$ cat src/rfo_pkg.sv
// Shared types, codes and constants for the rectangle fill and outline rasterizer.
package rfo_pkg;

    localparam int DEF_MAX_SIDE  = 256;
    localparam int DEF_FRAC_BITS = 8;

    localparam int COORD_W = 20;
    localparam int CHAR_W  = 8;
    localparam int SIZE_W  = 9;
    localparam int CFG_W   = 9;
    localparam int IDX_IN_W = 8;

    typedef logic [1:0] kind_t;
    localparam kind_t KIND_CLEAR = 2'd0;
    localparam kind_t KIND_DRAW  = 2'd1;
    localparam kind_t KIND_READ  = 2'd2;

    typedef logic [1:0] reg_index_t;
    localparam reg_index_t REG_CANVAS_WIDTH  = 2'd0;
    localparam reg_index_t REG_CANVAS_HEIGHT = 2'd1;
    localparam reg_index_t REG_BACKGROUND    = 2'd2;

    localparam logic [SIZE_W-1:0] RST_CANVAS_WIDTH  = 9'd256;
    localparam logic [SIZE_W-1:0] RST_CANVAS_HEIGHT = 9'd256;
    localparam logic [CHAR_W-1:0] RST_BACKGROUND    = 8'd32;

    // Classification of the current cell against the loaded rectangle.
    typedef struct packed {
        logic in_rect;
        logic on_edge;
    } hit_t;

endpackage

$ cat src/rfo_hit.sv
// Edge unit: holds the rectangle's integer pixel bounds and classifies one cell per cycle.
module rfo_hit #(
    parameter int FRAC_BITS = rfo_pkg::DEF_FRAC_BITS,
    parameter int IDX_W     = 8
) (
    input  logic                              clk,
    input  logic                              load,
    input  logic signed [rfo_pkg::COORD_W-1:0] rect_x,
    input  logic signed [rfo_pkg::COORD_W-1:0] rect_y,
    input  logic signed [rfo_pkg::COORD_W-1:0] rect_w,
    input  logic signed [rfo_pkg::COORD_W-1:0] rect_h,
    input  logic [IDX_W-1:0]                  col,
    input  logic [IDX_W-1:0]                  row,
    output rfo_pkg::hit_t                     hit
);
    import rfo_pkg::*;

    localparam int BND_W = COORD_W + 2;
    localparam logic signed [BND_W-1:0] ONE_M1 = BND_W'((1 << FRAC_BITS) - 1);

    // Pixel c lies inside when ceil(x) <= c <= floor(x + w) in pixel units;
    // it is within one unit of an edge exactly when it equals one of the bounds.
    logic signed [BND_W-1:0] xlo_reg, xhi_reg, ylo_reg, yhi_reg;
    logic signed [BND_W-1:0] x_ext, y_ext, xe_ext, ye_ext;
    logic signed [BND_W-1:0] cpos, rpos;
    logic                    in_x, in_y, edge_x, edge_y;

    assign x_ext  = BND_W'(rect_x);
    assign y_ext  = BND_W'(rect_y);
    assign xe_ext = BND_W'(rect_x) + BND_W'(rect_w);
    assign ye_ext = BND_W'(rect_y) + BND_W'(rect_h);

    always_ff @(posedge clk)
    begin
        if (load)
        begin
            xlo_reg <= (x_ext + ONE_M1) >>> FRAC_BITS;
            ylo_reg <= (y_ext + ONE_M1) >>> FRAC_BITS;
            xhi_reg <= xe_ext >>> FRAC_BITS;
            yhi_reg <= ye_ext >>> FRAC_BITS;
        end
    end

    assign cpos   = signed'(BND_W'(col));
    assign rpos   = signed'(BND_W'(row));
    assign in_x   = (cpos >= xlo_reg) && (cpos <= xhi_reg);
    assign in_y   = (rpos >= ylo_reg) && (rpos <= yhi_reg);
    assign edge_x = (cpos == xlo_reg) || (cpos == xhi_reg);
    assign edge_y = (rpos == ylo_reg) || (rpos == yhi_reg);

    assign hit.in_rect = in_x && in_y;
    assign hit.on_edge = in_x && in_y && (edge_x || edge_y);

endmodule

$ cat config.mk
export PLATFORM = sky130hd
export DESIGN_NAME = rfo_hit
export DESIGN_NICKNAME = d
export VERILOG_FILES = /design/src/rfo_pkg.sv /design/src/rfo_hit.sv
export SDC_FILE = /design/constraint.sdc
export NUM_CORES = 1
export LEC_CHECK = 0
export ABC_CLOCK_PERIOD_IN_PS = 4800
export CAP_MARGIN = 20
export CORE_ASPECT_RATIO = 1.4
export CORE_MARGIN = 10
export CORE_UTILIZATION = 45
export CTS_BUF_LIST = sky130_fd_sc_hd__clkbuf_8
export DETAILED_ROUTE_END_ITERATION = 8
export DONT_BUFFER_PORTS = 1
export PLACE_DENSITY = 0.56
export SYNTH_ARGS = -nofsm -noshare
export SYNTH_HDL_FRONTEND = slang
export SYNTH_SLANG_ARGS = --single-unit
$ cat constraint.sdc
create_clock -name clk -period 4.8 [get_ports clk]
set_clock_uncertainty 0.1 [all_clocks]
set_input_delay 0.24 -clock clk [delete_from_list [all_inputs] [get_ports clk]]
set_output_delay 0.24 -clock clk [all_outputs]
set_load 0.01 [all_outputs]
==> results.json <==
{
  "run_status": "complete, no violations",
  "height_of_the_die_um": 136.8,
  "drc": 0,
  "post_synth_inst_count": 434,
  "syn-cell-area_mm2": 0.004383,
  "synth.ff_latch_count": 52,
  "wire_per_inst_um": 16.84,
  "endpoint_kind": "primary output",
  "globalRouteOverflowTotal": 0,
  "p_clk_share_pct": 23.8,
  "mappedNetlistNets": 602,
  "worstSetupStartpointType": "flop",
  "synth.most_common_cell": "ha_1",
  "synth_warn": 0,
  "switching_share_pct": 27.36,
  "synth_enable_flop_cells": 52,
  "largest_net_degree_at_the_start_of_global_routing": 53,
  "setup_tns_ps": 0,
  "static-leakage-power_nw": 2.005,
  "synth-main-ff-cell": "edfxtp_1",
  "internal-power_mw": 0.8821,
  "rsz0062_at_grt": "no",
  "yosys-top-cells-area": "edfxtp_1 36%, ha_1 20%, xnor2_1 5.6%",
  "cts_htree_levels": 2,
  "floorplan.initialDensity_pct": 46.08,
  "drt_pre_antenna_iters": 4,
  "cts_setup_buffers": 0,
  "worstHoldEndpoint": "ylo_reg[9]$_DFFE_PP_",
  "finalHoldViolations": 0,
  "fp.dieArea_mm2": 0.01414,
  "syn2layout_area_growth_pct": 6.651,
  "arrival_ps": 2490,
  "net-switching-power_mw": 0.3322,
  "min-delay-path-class": "input pin to flop",
  "place_congestion": 0.8292,
  "hp-start": "rect_y[17]",
  "die_width_um": 103.4,
  "worst_hold_path.num_cells": 1,
  "place.port_buffers": 0,
  "root_buffer": "clkbuf_8",
  "io_pins": 100,
  "post-route-period-util_pct": 58.99,
  "worst_slew_pin_slew_ps": 552.7,
  "clock_tree_from_tritoncts": "yes",
  "combinationalPowerShare_pct": 27.8,
  "max_slew_margin_pct": 62.81,
  "netlist_top_cells_count": "70 x ha_1, 52 x edfxtp_1, 41 x inv_1, 28 x xnor2_1, 26 x a21oi_1",
  "synth_largest_type_area_fraction_pct": 35.63,
  "ffs_w_async_s_r_synth_pct": 0,
  "placement.setup.worst_slack_ps": 2244,
  "place_hpwl_um": 8438,
  "initial_antenna_violation_count": 0,
  "post_synth_num_cell_types": 59,
  "cp_data_required_time_ps": 4460,
  "portion_of_the_post_synthesis_area_used_by_sequential_elements_pct": 35.63,
  "timing.final.max_slew_violations": 0,
  "grt_usage_pct": 13.93,
  "critical_path.max_fanout": 2,
  "fin_crit_ps": 2831,
  "vdd_drop_max_v": 0.0001004,
  "iteration_0_drc_markers": 91,
  "design.core.area_mm2": 0.009512,
  "final-setup-viol-count": 0,
  "finalNetCount": 608,
  "post_route_cells_drive_above_1_share_pct": 5.215,
  "cts.sink_count": 52,
  "ant_cells": 0,
  "ant_nets": 0,
  "detail_route.wirelength_um": 9652,
  "first_pass_grt_wire_length_um": 15410,
  "timing_worst_setup_path_type": "flop to primary output",
  "fp-row-count": 42,
  "fin_ws_ps": 1969,
  "clkSlewWorstSetupHoldPaths_ps": 90,
  "grt_pass1_vias": 3362,
  "netlist.top_cell.by_area": "edfxtp_1",
  "whs_ps": 21.50,
  "max-clock-path-buffers": 2,
  "p_seq_share_pct": 48.4,
  "maxClockFrequency_ghz": 0.3532,
  "vias": 3183,
  "timing.max_cap.violations": 0,
  "pwr_density_cell_mw_per_mm2": 259.8,
  "postSynthAreaPerCell_um2": 10.10,
  "detail_route.vias_per_cell": 5.555,
  "cts-buffers-inserted": 5
}
-- how the worst max path moves through the flow --
| stage | from | endpoint | slack (ps) | cells past startpoint |
|---|---|---|---|---|
| finish | yhi_reg[2]$_DFFE_PP_ | hit[1] | 1970 | 8 |
| detailed placement | yhi_reg[2]$_DFFE_PP_ | hit[1] | 2240 | 8 |
| floorplan | yhi_reg[2]$_DFFE_PP_ | hit[0] | 2470 | 8 |
| global route | yhi_reg[2]$_DFFE_PP_ | hit[1] | 1710 | 8 |
| CTS | yhi_reg[2]$_DFFE_PP_ | hit[1] | 1890 | 8 |
| global placement | yhi_reg[2]$_DFFE_PP_ | hit[1] | 2260 | 8 |
-- cell families (layout without fill, tap and decap cells) --
family	count (synthesis)	count (layout)	share of synthesized area, %
AND/OR/NAND/NOR	131	131	16.76
AO/OA/AOI/OAI	97	97	15.73
adder cells (fa/ha/maj)	70	70	19.98
flip-flops	52	52	35.63
buffers and inverters	43	50	3.711
XOR/XNOR	41	41	8.193
-- per-stage QoR --
step / cell area, um2 / power [mW] / utilization [%] / cells
2_1_floorplan: 4383 / 0.8607 / - / 434
3_3_place_gp: 4539 / 0.9193 / 47.72 / 564
3_5_place_dp: 4539 / 0.9305 / 47.72 / 564
4_1_cts: 4674 / 1.233 / 49.15 / 573
5_1_grt: 4674 / 1.298 / 49.15 / 573
6_report: 4674 / 1.214 / 49.15 / 573
-- timing repair --
item                                   4_1_cts  5_1_grt
resized for setup                            0        0
endpoints found under the hold margin       52        0
hold buffers                                 1        0
-- worst max-delay path, stage by stage, from the launching register on --
cell and delay [ps]:
edfxtp_1 360, inv_1 60, ha_1 230, a21o_1 180, a21o_1 170, a221o_1 290
a211o_1 310, a21o_1 180, nor3_1 410
-- layout by cell type, fill, tap and decap left out, types with 7 or more instances in the layout --
cell type,synthesis,layout
xor2_1,13,13
nor2_1,24,24
ha_1,70,70
edfxtp_1,52,52
xnor2_1,28,28
nand2_1,24,24
nand3_1,24,24
a21oi_1,26,26
inv_1,41,42
and3_1,7,7
a21o_1,18,18
o21ai_0,8,8
-- power by group through the flow --
| stage | sequential (mW) | clock [mW] | combinational [mW] |
|---|---|---|---|
| 2_1_floorplan | 0.593 | 0 | 0.268 |
| 3_3_place_gp | 0.599 | 0 | 0.321 |
| 3_5_place_dp | 0.600 | 0 | 0.331 |
| 4_1_cts | 0.589 | 0.302 | 0.343 |
| 5_1_grt | 0.595 | 0.314 | 0.390 |
| 6_report | 0.588 | 0.289 | 0.337 |
-- per-layer routing --
metal	global-route usage, %	part of all wire [%]	vias up	routed length, um
met5	0	0	-	0
met4	5.504	2.6	0	253
met3	4.543	7.3	18	701
met2	27.47	56	79	5357
met1	12.34	35	1454	3339
li1	-	-	1632	-
-- cell type report --
cell class                 count  area, um2
clock inverter                 3      38.79
fill                         942       4837
timing repair buffer           1      27.53
sequential                    52       1562
clock buffer                   5      68.82
multi-input combinational    339       2659
tap                          132      165.2
inverter                      41      153.9
No activity file was read; power rests on OpenSTA's default activity.
