File: config.mk
export PLATFORM = sky130hd
export DESIGN_NAME = rfo_ctrl
export DESIGN_NICKNAME = d
export VERILOG_FILES = /design/src/rfo_pkg.sv /design/src/rfo_ctrl.sv
export SDC_FILE = /design/constraint.sdc
export NUM_CORES = 1
export LEC_CHECK = 0
export ABC_AREA = 1
export BUFFER_PORTS_ARGS = -buffer_cell sky130_fd_sc_hd__buf_4
export CORE_MARGIN = 2
export CORE_UTILIZATION = 31
export DETAILED_ROUTE_END_ITERATION = 10
export GPL_ROUTABILITY_DRIVEN = 1
export HOLD_SLACK_MARGIN = 0.12
export RECOVER_POWER = 50
export SLEW_MARGIN = 0
export SYNTH_ARGS = -nofsm -noshare
export SYNTH_HDL_FRONTEND = slang
export SYNTH_SLANG_ARGS = --single-unit
File: constraint.sdc
create_clock -name clk -period 3.45 [get_ports clk]
set_clock_uncertainty 0.15 [all_clocks]
set_input_delay 0.345 -clock clk [delete_from_list [all_inputs] [get_ports clk]]
set_output_delay 0.345 -clock clk [all_outputs]
set_load 0.02 [all_outputs]
File: src/rfo_pkg.sv
// Shared types, codes and constants for the rectangle fill and outline rasterizer.
package rfo_pkg;

    localparam int DEF_MAX_SIDE  = 256;
    localparam int DEF_FRAC_BITS = 8;

    localparam int COORD_W = 20;
    localparam int CHAR_W  = 8;
    localparam int SIZE_W  = 9;
    localparam int CFG_W   = 9;
    localparam int IDX_IN_W = 8;

    typedef logic [1:0] kind_t;
    localparam kind_t KIND_CLEAR = 2'd0;
    localparam kind_t KIND_DRAW  = 2'd1;
    localparam kind_t KIND_READ  = 2'd2;

    typedef logic [1:0] reg_index_t;
    localparam reg_index_t REG_CANVAS_WIDTH  = 2'd0;
    localparam reg_index_t REG_CANVAS_HEIGHT = 2'd1;
    localparam reg_index_t REG_BACKGROUND    = 2'd2;

    localparam logic [SIZE_W-1:0] RST_CANVAS_WIDTH  = 9'd256;
    localparam logic [SIZE_W-1:0] RST_CANVAS_HEIGHT = 9'd256;
    localparam logic [CHAR_W-1:0] RST_BACKGROUND    = 8'd32;

    // Classification of the current cell against the loaded rectangle.
    typedef struct packed {
        logic in_rect;
        logic on_edge;
    } hit_t;

endpackage

File: src/rfo_ctrl.sv
// Sequencer: accepts requests, scans the canvas cell by cell, and holds the result.
module rfo_ctrl #(
    parameter int IDX_W    = 8
) (
    input  logic                              clk,
    input  logic                              rst_n,
    input  logic                              in_valid,
    output logic                              in_stall,
    input  logic [1:0]                        kind,
    input  logic signed [rfo_pkg::COORD_W-1:0] rect_w,
    input  logic signed [rfo_pkg::COORD_W-1:0] rect_h,
    input  logic                              fill_mode,
    input  logic [rfo_pkg::CHAR_W-1:0]        paint,
    input  logic [rfo_pkg::IDX_IN_W-1:0]      read_col,
    input  logic [rfo_pkg::IDX_IN_W-1:0]      read_row,
    output logic                              out_valid,
    input  logic                              out_stall,
    output logic [rfo_pkg::CHAR_W-1:0]        cell_value,
    output logic                              status,
    input  logic [rfo_pkg::SIZE_W-1:0]        cols,
    input  logic [rfo_pkg::SIZE_W-1:0]        rows,
    input  logic [rfo_pkg::CHAR_W-1:0]        background,
    input  rfo_pkg::hit_t                     hit,
    output logic                              hit_load,
    output logic [IDX_W-1:0]                  col,
    output logic [IDX_W-1:0]                  row,
    output logic                              mem_we,
    output logic [rfo_pkg::CHAR_W-1:0]        mem_wdata,
    input  logic [rfo_pkg::CHAR_W-1:0]        mem_rdata
);
    import rfo_pkg::*;

    typedef enum logic [4:0] {
        S_IDLE  = 5'b00001,
        S_SCAN  = 5'b00010,
        S_RADDR = 5'b00100,
        S_RDATA = 5'b01000,
        S_DONE  = 5'b10000
    } state_t;

    localparam int CMP_W = 11;

    state_t              state_reg, state_next;
    logic [IDX_W-1:0]    col_reg, col_next, row_reg, row_next;
    logic                clear_reg, clear_next, fill_reg, fill_next;
    logic [CHAR_W-1:0]   wdata_reg, wdata_next;
    logic [SIZE_W-1:0]   cols_reg, cols_next, rows_reg, rows_next;
    logic [CHAR_W-1:0]   value_reg, value_next;
    logic                status_reg, status_next;
    logic                accept, empty, last_col, last_row, rd_in_range;

    assign accept      = in_valid && (state_reg == S_IDLE);
    assign empty       = (cols == '0) || (rows == '0);
    assign rd_in_range = (SIZE_W'(read_col) < cols) && (SIZE_W'(read_row) < rows);
    assign last_col    = (CMP_W'(col_reg) + CMP_W'(1)) == CMP_W'(cols_reg);
    assign last_row    = (CMP_W'(row_reg) + CMP_W'(1)) == CMP_W'(rows_reg);

    always_comb
    begin
        state_next  = state_reg;
        col_next    = col_reg;
        row_next    = row_reg;
        clear_next  = clear_reg;
        fill_next   = fill_reg;
        wdata_next  = wdata_reg;
        cols_next   = cols_reg;
        rows_next   = rows_reg;
        value_next  = value_reg;
        status_next = status_reg;
        hit_load    = 1'b0;

        case (state_reg)
            S_IDLE:
            begin
                if (accept)
                begin
                    value_next  = '0;
                    status_next = 1'b0;
                    col_next    = '0;
                    row_next    = '0;
                    cols_next   = cols;
                    rows_next   = rows;
                    fill_next   = fill_mode;
                    state_next  = S_DONE;
                    case (kind)
                        KIND_CLEAR:
                        begin
                            clear_next = 1'b1;
                            wdata_next = background;
                            if (!empty)
                            begin
                                state_next = S_SCAN;
                            end
                        end
                        KIND_DRAW:
                        begin
                            clear_next = 1'b0;
                            wdata_next = paint;
                            hit_load   = 1'b1;
                            if ((rect_w <= 0) || (rect_h <= 0))
                            begin
                                status_next = 1'b1;
                            end
                            else if (!empty)
                            begin
                                state_next = S_SCAN;
                            end
                        end
                        KIND_READ:
                        begin
                            col_next = IDX_W'(read_col);
                            row_next = IDX_W'(read_row);
                            if (rd_in_range)
                            begin
                                state_next = S_RADDR;
                            end
                        end
                        default:
                        begin
                            state_next = S_DONE;
                        end
                    endcase
                end
            end
            S_SCAN:
            begin
                if (last_col)
                begin
                    col_next = '0;
                    if (last_row)
                    begin
                        state_next = S_DONE;
                    end
                    else
                    begin
                        row_next = row_reg + IDX_W'(1);
                    end
                end
                else
                begin
                    col_next = col_reg + IDX_W'(1);
                end
            end
            S_RADDR:
            begin
                state_next = S_RDATA;
            end
            S_RDATA:
            begin
                value_next = mem_rdata;
                state_next = S_DONE;
            end
            S_DONE:
            begin
                if (!out_stall)
                begin
                    state_next = S_IDLE;
                end
            end
            default:
            begin
                state_next = S_IDLE;
            end
        endcase
    end

    always_ff @(posedge clk or negedge rst_n)
    begin
        if (!rst_n)
        begin
            state_reg <= S_IDLE;
        end
        else
        begin
            state_reg <= state_next;
        end
    end

    always_ff @(posedge clk)
    begin
        col_reg    <= col_next;
        row_reg    <= row_next;
        clear_reg  <= clear_next;
        fill_reg   <= fill_next;
        wdata_reg  <= wdata_next;
        cols_reg   <= cols_next;
        rows_reg   <= rows_next;
        value_reg  <= value_next;
        status_reg <= status_next;
    end

    assign in_stall   = (state_reg != S_IDLE);
    assign out_valid  = (state_reg == S_DONE);
    assign cell_value = value_reg;
    assign status     = status_reg;
    assign col        = col_reg;
    assign row        = row_reg;
    assign mem_wdata  = wdata_reg;
    assign mem_we     = (state_reg == S_SCAN) &&
                        (clear_reg || hit.on_edge || (hit.in_rect && fill_reg));

    a_write_only_in_scan: assert property (@(posedge clk) disable iff (!rst_n)
        mem_we |-> (state_reg == S_SCAN))
        else $error("canvas written outside a scan");

    a_scan_in_bounds: assert property (@(posedge clk) disable iff (!rst_n)
        (state_reg == S_SCAN) |->
            ((CMP_W'(col_reg) < CMP_W'(cols_reg)) && (CMP_W'(row_reg) < CMP_W'(rows_reg))))
        else $error("scan position outside the canvas in use");

    a_rdata_follows_raddr: assert property (@(posedge clk) disable iff (!rst_n)
        (state_reg == S_RDATA) |-> $past(state_reg == S_RADDR))
        else $error("read data captured without an address cycle");

    a_reject_no_value: assert property (@(posedge clk) disable iff (!rst_n)
        (out_valid && status_reg) |-> (value_reg == '0))
        else $error("rejected draw carries a cell value");

endmodule

==> results of run 1 <==
[power by group through the flow]
| stage | Clock, mW | Combinational, mW | Sequential, mW |
|---|---|---|---|
| floorplan | 0 | 0.687 | 1.31 |
| global placement | 0 | 1.30 | 1.21 |
| detailed placement | 0 | 1.32 | 1.22 |
| CTS | 0.829 | 1.34 | 1.21 |
| global route | 0.856 | 1.39 | 1.24 |
| finish | 0.810 | 1.24 | 1.21 |
[routing by layer]
metal	routed length, microns	part of all wire	track usage	vias to the layer above
met4	178	0.016	0.0553	0
met1	4630	0.43	0.206	1731
met5	0	0	0	-
met2	5400	0.50	0.303	140
met3	683	0.063	0.0324	12
li1	-	-	-	1923
[area by class of cell]
type / instances / share of cell area
Sequential cell: 58 / 0.324
Multi-Input combinational cell: 341 / 0.321
Timing Repair Buffer: 169 / 0.215
Inverter: 76 / 0.0538
Clock buffer: 11 / 0.0458
Tap cell: 147 / 0.0347
Clock inverter: 5 / 0.00566
[kinds of logic after synthesis]
| group | after synthesis |
|---|---|
| flops | 58 |
| compound gates | 30 |
| xor+xnor | 4 |
| fa+ha+maj | 16 |
| buf+inv | 81 |
| simple gates | 291 |
[cell usage in the layout (no fill, tap or decap), drive strengths merged, types with 6 or more instances in the layout]
cell type,count
o21ai,19
nand3,52
dlygate4sd3,21
edfxtp,53
clkbuf,66
ha,16
buf,93
a21oi,6
nand2,139
nand4,12
inv,74
nor2,71
[repair_timing]
item | CTS | global route
hold endpoints to repair | 25 | 0
hold buffers | 21 | 0
gates resized for setup | 0 | 0
[per-stage QoR]
| step | util | hold WS, ns | std cells |
|---|---|---|---|
| 6_report | 0.447 | 0.141 | 807 |
| 5_1_grt | 0.447 | 0.147 | 807 |
| 2_1_floorplan | - | -0.101 | 480 |
| 3_5_place_dp | 0.422 | -0.00128 | 770 |
| 4_1_cts | 0.462 | 0.133 | 807 |
| 3_3_place_gp | 0.422 | -0.000495 | 770 |
[worst register-to-register path: cells and delay by family (launching register included)]
kind	cells	cell delay, ns
AND/OR/NAND/NOR	11	1.50
flip-flops	1	0.48
adder cells (fa/ha/maj)	1	0.31
[final timing paths]
path                         startpoint      endpoint  depth (start not counted)
min in group asynchronous         rst_n  state_reg[1]                          2
hold / removal                 paint[0]  mem_wdata[0]                          3
max in group asynchronous         rst_n  state_reg[0]                          2
hold reg to reg            state_reg[1]  state_reg[1]                          2
setup reg to reg                 col[0]        row[5]                         12
setup / recovery                 col[0]        row[5]                         12
==> results_dict.tcl, run 1 <==
set metrics [dict create \
    wl_mm 10.9 \
    synth_cells 480 \
    seq_area_frac_synth 0.461 \
    path_buf_inv 0 \
    worstMarginPinSlew_ns 1.19 \
    yosys_warnings 0 \
    synth_xor_area_frac 0.00940 \
    gp_congestion 0.940 \
    critPathMaxFanout 10 \
    period_share 0.816 \
    post-dp-hpwl_mm 8.67 \
    die_y_microns 114 \
    cp_data_arrival_time_ns 2.62 \
    critPathLaunchType "flop" \
    synth-seq-cells 58 \
    dr.pass1.iters 4 \
    synth_cell_types 37 \
    p_leak_nw 2.51 \
    slew_headroom 0.205 \
    synth_edf_count 53 \
    rsz0062_at_grt "no" \
    power.switching_mw 1.30 \
    drv_slew 0 \
    drc_errors 0 \
    hold_viol 0 \
    fp.dieW_microns 114 \
    cap_violations 0 \
    clock_path_buffers 2 \
    synthFlopType "edfxtp_1" \
    n_antenna_cell 0 \
    post_cts_buffers 0 \
    antenna_found_initial 0 \
    synth_top_family_by_area "simple AND/OR/NAND/NOR gates" \
    cp_common_cell "nand2_1" \
    area_delta_synth_final_pct 42.3 \
    yosysMostFrequentCell "nand2_1" \
    initial_core_util 0.314 \
    timing.fmax_mhz 355 \
    synth_top_area_share 0.427 \
    core_sq_mm 0.0119 \
    worstSetupPathType "flop to flop" \
    yosysTopAreaCell "edfxtp_1" \
    hold_class "input port to flop" \
    gr-usage-all-layers 0.170 \
    drt_iter0_drc 229 \
    synthSimpleGateAreaFrac 0.348 \
    vdd_drop_max_uv 276 \
    routed-via-count 3806 \
    placed_area_sq_mm 0.00500 \
    multi_input_area_sq_mm 0.00170 \
    synth-compound-area-share 0.0457 \
    syn-mean-instance-area_sq_um 7.77 \
    clock-root-buffer "clkbuf_16" \
    grt_pass1_wl_mm 17.2 \
    nFillCells 1194 \
    die-area_sq_mm 0.0129 \
    required_ns 3.25 \
    ios 144 \
    setup_slack_ns 0.634 \
    cts.sinks 58 \
    async_flop_share 0.0862 \
    cp-end-kind "flop" \
    pre_cts_ws_ns 0.641 \
    clk_latency_ns 0.32 \
    setup_violations 0 \
    switching_share 0.399 \
    final.setup.tns_ns 0 \
    synth_adder_area_share 0.0537 \
    p_seq_frac 0.371 \
    synth.area.top_cells "edfxtp_1 43%, nand2_1 14%, inv_1 7.4%" \
    period_minus_slack_ns 2.82 \
    antenna_left 0 \
    slowest_delay_ns 0.49 \
    grt_pass1_vias 3627 \
    comb_power_share 0.380 \
    synthMuxAreaShare 0 \
    cp_cell_sequence "ha_1 -> nand2_1 -> nand2_1 -> nand2_1 -> nand2_1 -> nor2_1 -> nand3_1 -> nor2_1 -> nand3_2 -> nand2_4 -> nand2_1 -> nor2_1" \
    cts_max_level 3 \
    port_buffers 143 \
    critical-path-slowest-cell "nor2_1" \
    synth_common_cells "136 x nand2_1, 73 x inv_1, 68 x nor2_1, 53 x edfxtp_1, 49 x nand3_1" \
    clkTransAtPathRegs_ns 0.06 \
    p_per_area_mw_per_mm2 613 \
    reg2reg_slack_ns 0.63 \
    cts_tree "built" \
    seq_area_sq_mm 0.00172 \
    design_area_sq_mm 0.00531 \
    wl_per_cell_microns 13.5 \
    viasPerCell 4.72 \
    synth.net_count 603 \
    grt_max_degree 25 \
    nets 778 \
    numCtsBuffers 9 \
    globalRouteOverflowTotal 0 \
    internal_power_mw 1.96 \
    num_rows 40 \
    synth_area_sq_mm 0.00373 \
    crit_family "simple AND/OR/NAND/NOR gates" \
    p_clk_frac 0.249 \
    total_power_mw 3.25 \
    status "finished clean" \
    drive_gt1_frac 0.197 \
]
Power figures use the tool's default switching activity.
==> run 2: changes to the inputs <==
Settings changed: ABC_AREA 1 to 0.
Clock period 3.45 ns to 2.5 ns, I/O delays scaled along.
==> run 2 against run 1 <==
Compared with the run above: the flow now finishes with violations (setup timing); cell area is 4.4% higher; non-clock buffer count increased by 66; die area shrank 9.7%; register-to-register slack got worse by 1.2 ns; clock-buffer cell count is 1 lower; core utilization up 8.5 points; synthesized cell count shrank 32%; power rose by 18%; largest power group is now registers; combinational power is 15% higher; largest cell class is now non-clock buffers; critical endpoint is now row[7]; highest routed layer unchanged; area after synthesis down 10%.
==> results_dict.tcl, run 2 <==
set metrics [dict create \
    p_per_area_mw_per_mm2 692 \
    crit_family "simple AND/OR/NAND/NOR gates" \
    cp_data_arrival_time_ns 2.94 \
    cap_violations 0 \
    gp_congestion 0.864 \
    grtUsageMet1 0.205 \
    nets 689 \
    drt_iter0_drc 136 \
    die_y_microns 108 \
    drv_slew 0 \
    cp_cell_sequence "ha_4 -> xnor2_2 -> xnor2_1 -> or3_1 -> or4_4 -> or4_4 -> o21ai_4" \
    setup_violations 27 \
    slew_headroom 0.620 \
    synthFlopType "edfxtp_1" \
    yosys_warnings 0 \
    use_met3 0.0500 \
    numCtsBuffers 9 \
    seq_area_frac_synth 0.513 \
    worstSetupPathType "flop to flop" \
    drc_errors 0 \
    vdd_drop_max_uv 302 \
    nFillCells 980 \
    synth_cell_types 48 \
    critPathMaxFanout 8 \
    grt_pass1_wl_mm 16.2 \
    mostFrequentLayoutCells "115 x buf_4, 64 x dlygate4sd3_1, 53 x edfxtp_1" \
    synth_area_sq_mm 0.00335 \
    path_buf_inv 0 \
    post-dp-hpwl_mm 7.88 \
    drive_gt1_frac 0.264 \
    final.setup.tns_ns -10.28 \
    num_rows 37 \
    dr.pass1.iters 4 \
    grt_busiest_layer "met2" \
    setup_slack_ns -0.580 \
    hold_class "input port to flop" \
    required_ns 2.36 \
    final_common_cell "buf_4" \
    synth_edf_count 53 \
    status "complete, but fails checks" \
    synth_cells 326 \
    core_sq_mm 0.0104 \
    cp-end-kind "flop" \
    holdWs_ns 0.226 \
    period_share 1.23 \
    async_flop_share 0.0862 \
    wl_per_cell_microns 14.8 \
    die-area_sq_mm 0.0117 \
    critPathLaunchType "flop" \
    cts.sinks 58 \
    violations "setup timing" \
    gr-usage-all-layers 0.182 \
    globalRouteOverflowTotal 0 \
    synth_common_cells "53 x edfxtp_1, 42 x nand2_1, 27 x o21ai_0, 24 x inv_1, 19 x nand3_1" \
    synth.area.top_cells "edfxtp_1 47%, ha_1 6.0%, nand2_1 4.7%" \
    worstMarginPinSlew_ns 0.570 \
    period_minus_slack_ns 3.08 \
    total_power_mw 3.83 \
    synth-seq-cells 58 \
    yosysTopAreaCell "edfxtp_1" \
    reg2reg_slack_ns -0.58 \
    yosysMostFrequentCell "edfxtp_1" \
    ios 144 \
    routed-via-count 3392 \
    design_area_sq_mm 0.00554 \
    grt_use_met2 0.329 \
    antenna_found_initial 0 \
    viasPerCell 4.80 \
    rsz0062_at_grt "yes" \
    cp_common_cell "or4_4" \
    area_delta_synth_final_pct 65.2 \
    clock_path_buffers 2 \
    placed_area_sq_mm 0.00478 \
    timing.fmax_mhz 325 \
    cts_tree "built" \
    synth.net_count 449 \
    clkTransAtPathRegs_ns 0.06 \
    critical-path-slowest-cell "or4_4" \
    clock-root-buffer "clkbuf_8" \
    port_buffers 143 \
    slowest_delay_ns 0.56 \
    grt_max_degree 20 \
    p_leak_nw 2.30 \
    synth_top_area_share 0.475 \
    antenna_left 0 \
    wl_mm 10.4 \
    pre_cts_ws_ns -0.571 \
    fp.dieW_microns 108 \
    cts_max_level 3 \
    hold_viol 0 \
    syn-mean-instance-area_sq_um 10.3 \
    clk_latency_ns 0.34 \
    n_antenna_cell 0 \
    grt_pass1_vias 3420 \
    initial_core_util 0.322 \
]
## run 2: through the flow
stage          utilization  cells
2_1_floorplan            -    326
3_3_place_gp         0.459    623
3_5_place_dp         0.459    623
4_1_cts              0.542    705
5_1_grt              0.532    707
6_report             0.532    707
## run 2: kinds of logic (layout without fill, tap and decap cells)
kind of cell / Yosys count / after routing / share of synthesized area
multiplexers: 2 / 2 / 0.00635
adder cells (fa/ha/maj): 16 / 16 / 0.0597
XOR/XNOR: 27 / 27 / 0.0705
AO/OA/AOI/OAI: 51 / 51 / 0.0967
flip-flops: 58 / 58 / 0.513
AND/OR/NAND/NOR: 141 / 141 / 0.219
buffers and inverters: 31 / 276 / 0.0347
## run 2: worst paths after layout
check | startpoint | endpoint | cells after the start
worst min-delay path | rect_h[19] | status | 5
worst max-delay path | col[1] | row[7] | 7
min in group asynchronous | rst_n | state_reg[0] | 2
max in group asynchronous | rst_n | state_reg[4] | 3
worst min register to register | state_reg[2] | state_reg[3] | 1
worst max register to register | col[1] | row[7] | 7
## run 2: routing by layer
| metal | routed length (microns) | share of wire |
|---|---|---|
| met5 | 0 | 0 |
| met4 | 190 | 0.018 |
| met3 | 701 | 0.067 |
| met2 | 5350 | 0.51 |
| met1 | 4210 | 0.40 |
## run 2: layout make-up
class | instances | area, sq um | share of cell area
clock buffers | 10 | 128 | 0.0230
clock inverters | 6 | 81.3 | 0.0147
inverters | 25 | 93.8 | 0.0169
multi-input cells | 237 | 1600 | 0.288
flip-flops and latches | 58 | 1720 | 0.310
well taps | 136 | 170 | 0.0307
repair buffers | 235 | 1750 | 0.316
## run 2: power breakdown
part           switching, mW  leakage, nW  internal [mW]
sequential             0.146        0.559           1.34
clock                  0.373        0.104          0.554
combinational          0.782         1.64          0.637
## run 2: tightest hold or removal path, stage by stage
cell	delay, ns
buf_4	0.07
o21ai_0	0.06
o21ai_0	0.08
a31oi_1	0.06
nor2_1	0.08
## run 2: timing repair
| item | 4_1_cts | 5_1_grt |
|---|---|---|
| resized for setup | 0 | 16 |
| setup endpoints to repair | 18 | 18 |
| hold endpoints to repair | 59 | 0 |
| hold buffers | 64 | 0 |
| setup buffers | 2 | 2 |
| pin swaps | 1 | 4 |
==> run 3: changes to the inputs <==
Settings changed: BUFFER_PORTS_ARGS -buffer_cell sky130_fd_sc_hd__buf_4 to unset, DONT_BUFFER_PORTS set to 1.
==> run 3 against run 2 <==
Compared with the run above: the run still ends with setup timing left; register-to-register slack gained 0.12 ns; combinational power decreased by 22%; global-route usage decreased by 0.67 points; critical path depth stayed put; cell area decreased by 17%; power shrank 9.2%; non-clock buffer count is 134 lower; clock-buffer cell count grew 1; clock power fell by 12%; cell count is 19% lower; first-iteration DRC count grew 3.7%.
==> results_dict.tcl, run 3 (same netlist as run 2, synthesis figures left out) <==
set metrics [dict create \
    reg2reg_slack_ns -0.46 \
    worstHoldEndpoint "mem_wdata[7]" \
    total_power_mw 3.48 \
    cts_tree "built" \
    n_antenna_cell 0 \
    nets 555 \
    holdCritStartpoint "kind[1]" \
    p_per_area_mw_per_mm2 758 \
    area_delta_synth_final_pct 36.8 \
    initial_core_util 0.322 \
    routed-via-count 2952 \
    port_buffers 0 \
    wl_mm 9.92 \
    power.switching_mw 1.21 \
    internal_power_mw 2.27 \
    p_clk_frac 0.234 \
    hold_viol 0 \
    holdWs_ns 0.134 \
    cp_data_arrival_time_ns 2.82 \
    whs_path_depth 2 \
    pre_cts_ws_ns -0.542 \
    rsz0062_at_grt "yes" \
    setup_violations 18 \
    wl_per_cell_microns 17.3 \
    drv_slew 0 \
    drc_errors 0 \
    antenna_left 0 \
    status "complete, but fails checks" \
    hold_class "input port to flop" \
    viasPerCell 5.15 \
    violations "setup timing" \
    numCtsBuffers 9 \
    ios 144 \
    vdd_drop_max_uv 386 \
    dr.pass1.iters 4 \
    utilization 0.440 \
    cp-end-kind "flop" \
    gr-usage-all-layers 0.175 \
    slowest_delay_ns 0.51 \
    drive_gt1_frac 0.0961 \
    core_sq_mm 0.0104 \
    post-dp-hpwl_mm 7.43 \
    final.setup.tns_ns -7.29 \
    grt_max_degree 17 \
    critical-path-slowest-cell "or4_1" \
    period_minus_slack_ns 2.96 \
    clk_latency_ns 0.34 \
    cp_cell_sequence "ha_4 -> xnor2_2 -> xnor2_1 -> or3_1 -> or4_1 -> or4_4 -> o21ai_4" \
    required_ns 2.36 \
    critPathMaxFanout 8 \
    cts.sinks 58 \
    globalRouteOverflowTotal 0 \
    mostFrequentLayoutCells "65 x dlygate4sd3_1, 53 x edfxtp_1, 41 x nand2_1" \
    cap_violations 0 \
    die_y_microns 108 \
    antenna_found_initial 0 \
    grt_pass1_vias 3121 \
    timing.fmax_mhz 338 \
    clock-root-buffer "clkbuf_8" \
    fp.dieW_microns 108 \
    p_seq_frac 0.447 \
    comb_power_share 0.319 \
    grt_pass1_wl_mm 15.4 \
    final_common_cell "dlygate4sd3_1" \
    period_share 1.18 \
    gp_congestion 0.831 \
    num_rows 37 \
    critPathLaunchType "flop" \
    setup_slack_ns -0.461 \
    p_leak_nw 1.75 \
    drt_iter0_drc 141 \
    r2r_start "col[0]" \
    worstSetupPathType "flop to flop" \
    clock_path_buffers 2 \
    switching_share 0.348 \
    rr_endpoint "row[2]" \
    slew_headroom 0.626 \
    worstMarginPinSlew_ns 0.560 \
    cts_max_level 3 \
    die-area_sq_mm 0.0117 \
    clkTransAtPathRegs_ns 0.07 \
    reg2regPathDepth 7 \
]
run 3: changes by cell type in the layout (fill, tap and decap cells not counted), moves of 2 or more:
cell | before | now
buf_4 | 115 | 20
clkbuf_1 | 49 | 16
o21ai_0 | 19 | 25
o21ai_2 | 6 | 1
clkbuf_4 | 6 | 2
clkinv_1 | 2 | 5
clkinv_2 | 2 | 0
run 3: power by group through the flow:
stage / clock network [mW] / logic [mW] / registers (mW)
after floorplan: 0 / 0.601 / 1.64
after global placement: 0 / 1.01 / 1.58
after detailed placement: 0 / 1.03 / 1.58
after CTS: 0.835 / 1.15 / 1.56
after global routing: 0.872 / 1.22 / 1.59
final: 0.815 / 1.11 / 1.56
run 3: worst max-delay path by stage:
stage,end,start,slack [ns]
3_5_place_dp,col[7],col[1],-0.54
3_3_place_gp,row[0],col[1],-0.49
6_report,row[2],col[0],-0.46
2_1_floorplan,row[0],col[0],-0.57
5_1_grt,row[2],col[0],-0.54
4_1_cts,row[2],col[0],-0.49
run 3: final cells by class:
| cell class | instances | area, sq um |
|---|---|---|
| clock buffer | 11 | 131 |
| clock inverter | 5 | 45.0 |
| fill | 997 | 5830 |
| inverter | 25 | 93.8 |
| multi-input combinational | 237 | 1560 |
| sequential | 58 | 1720 |
| tap | 136 | 170 |
| timing repair buffer | 101 | 868 |
run 3: timing repair:
item / 4_1_cts / 5_1_grt
endpoints found under the setup margin: 18 / 19
buffers inserted: 0 / 1
pin swaps: 7 / 2
endpoints found under the hold margin: 60 / 0
hold buffers: 65 / 0
resized for setup: 1 / 2
run 3: critical path, delay by kind of cell (launching register included):
| kind | cells | cell delay [ns] |
|---|---|---|
| adder cells (fa/ha/maj) | 1 | 0.20 |
| XOR/XNOR | 2 | 0.26 |
| AND/OR/NAND/NOR | 3 | 1.29 |
| flip-flops | 1 | 0.44 |
| AO/OA/AOI/OAI | 1 | 0.28 |
run 3: stage by stage:
step                instance area [sq um]  instances
finish                               4590        573
global route                         4590        573
detailed placement                   3790        491
CTS                                  4620        572
floorplan                            3380        326
global placement                     3790        491
run 3: per-layer routing:
| layer | track usage | share of wire | up-vias |
|---|---|---|---|
| li1 | - | - | 1400 |
| met1 | 0.211 | 0.40 | 1397 |
| met2 | 0.299 | 0.50 | 144 |
| met3 | 0.0506 | 0.088 | 11 |
| met4 | 0.0641 | 0.016 | 0 |
| met5 | 0 | 0 | - |
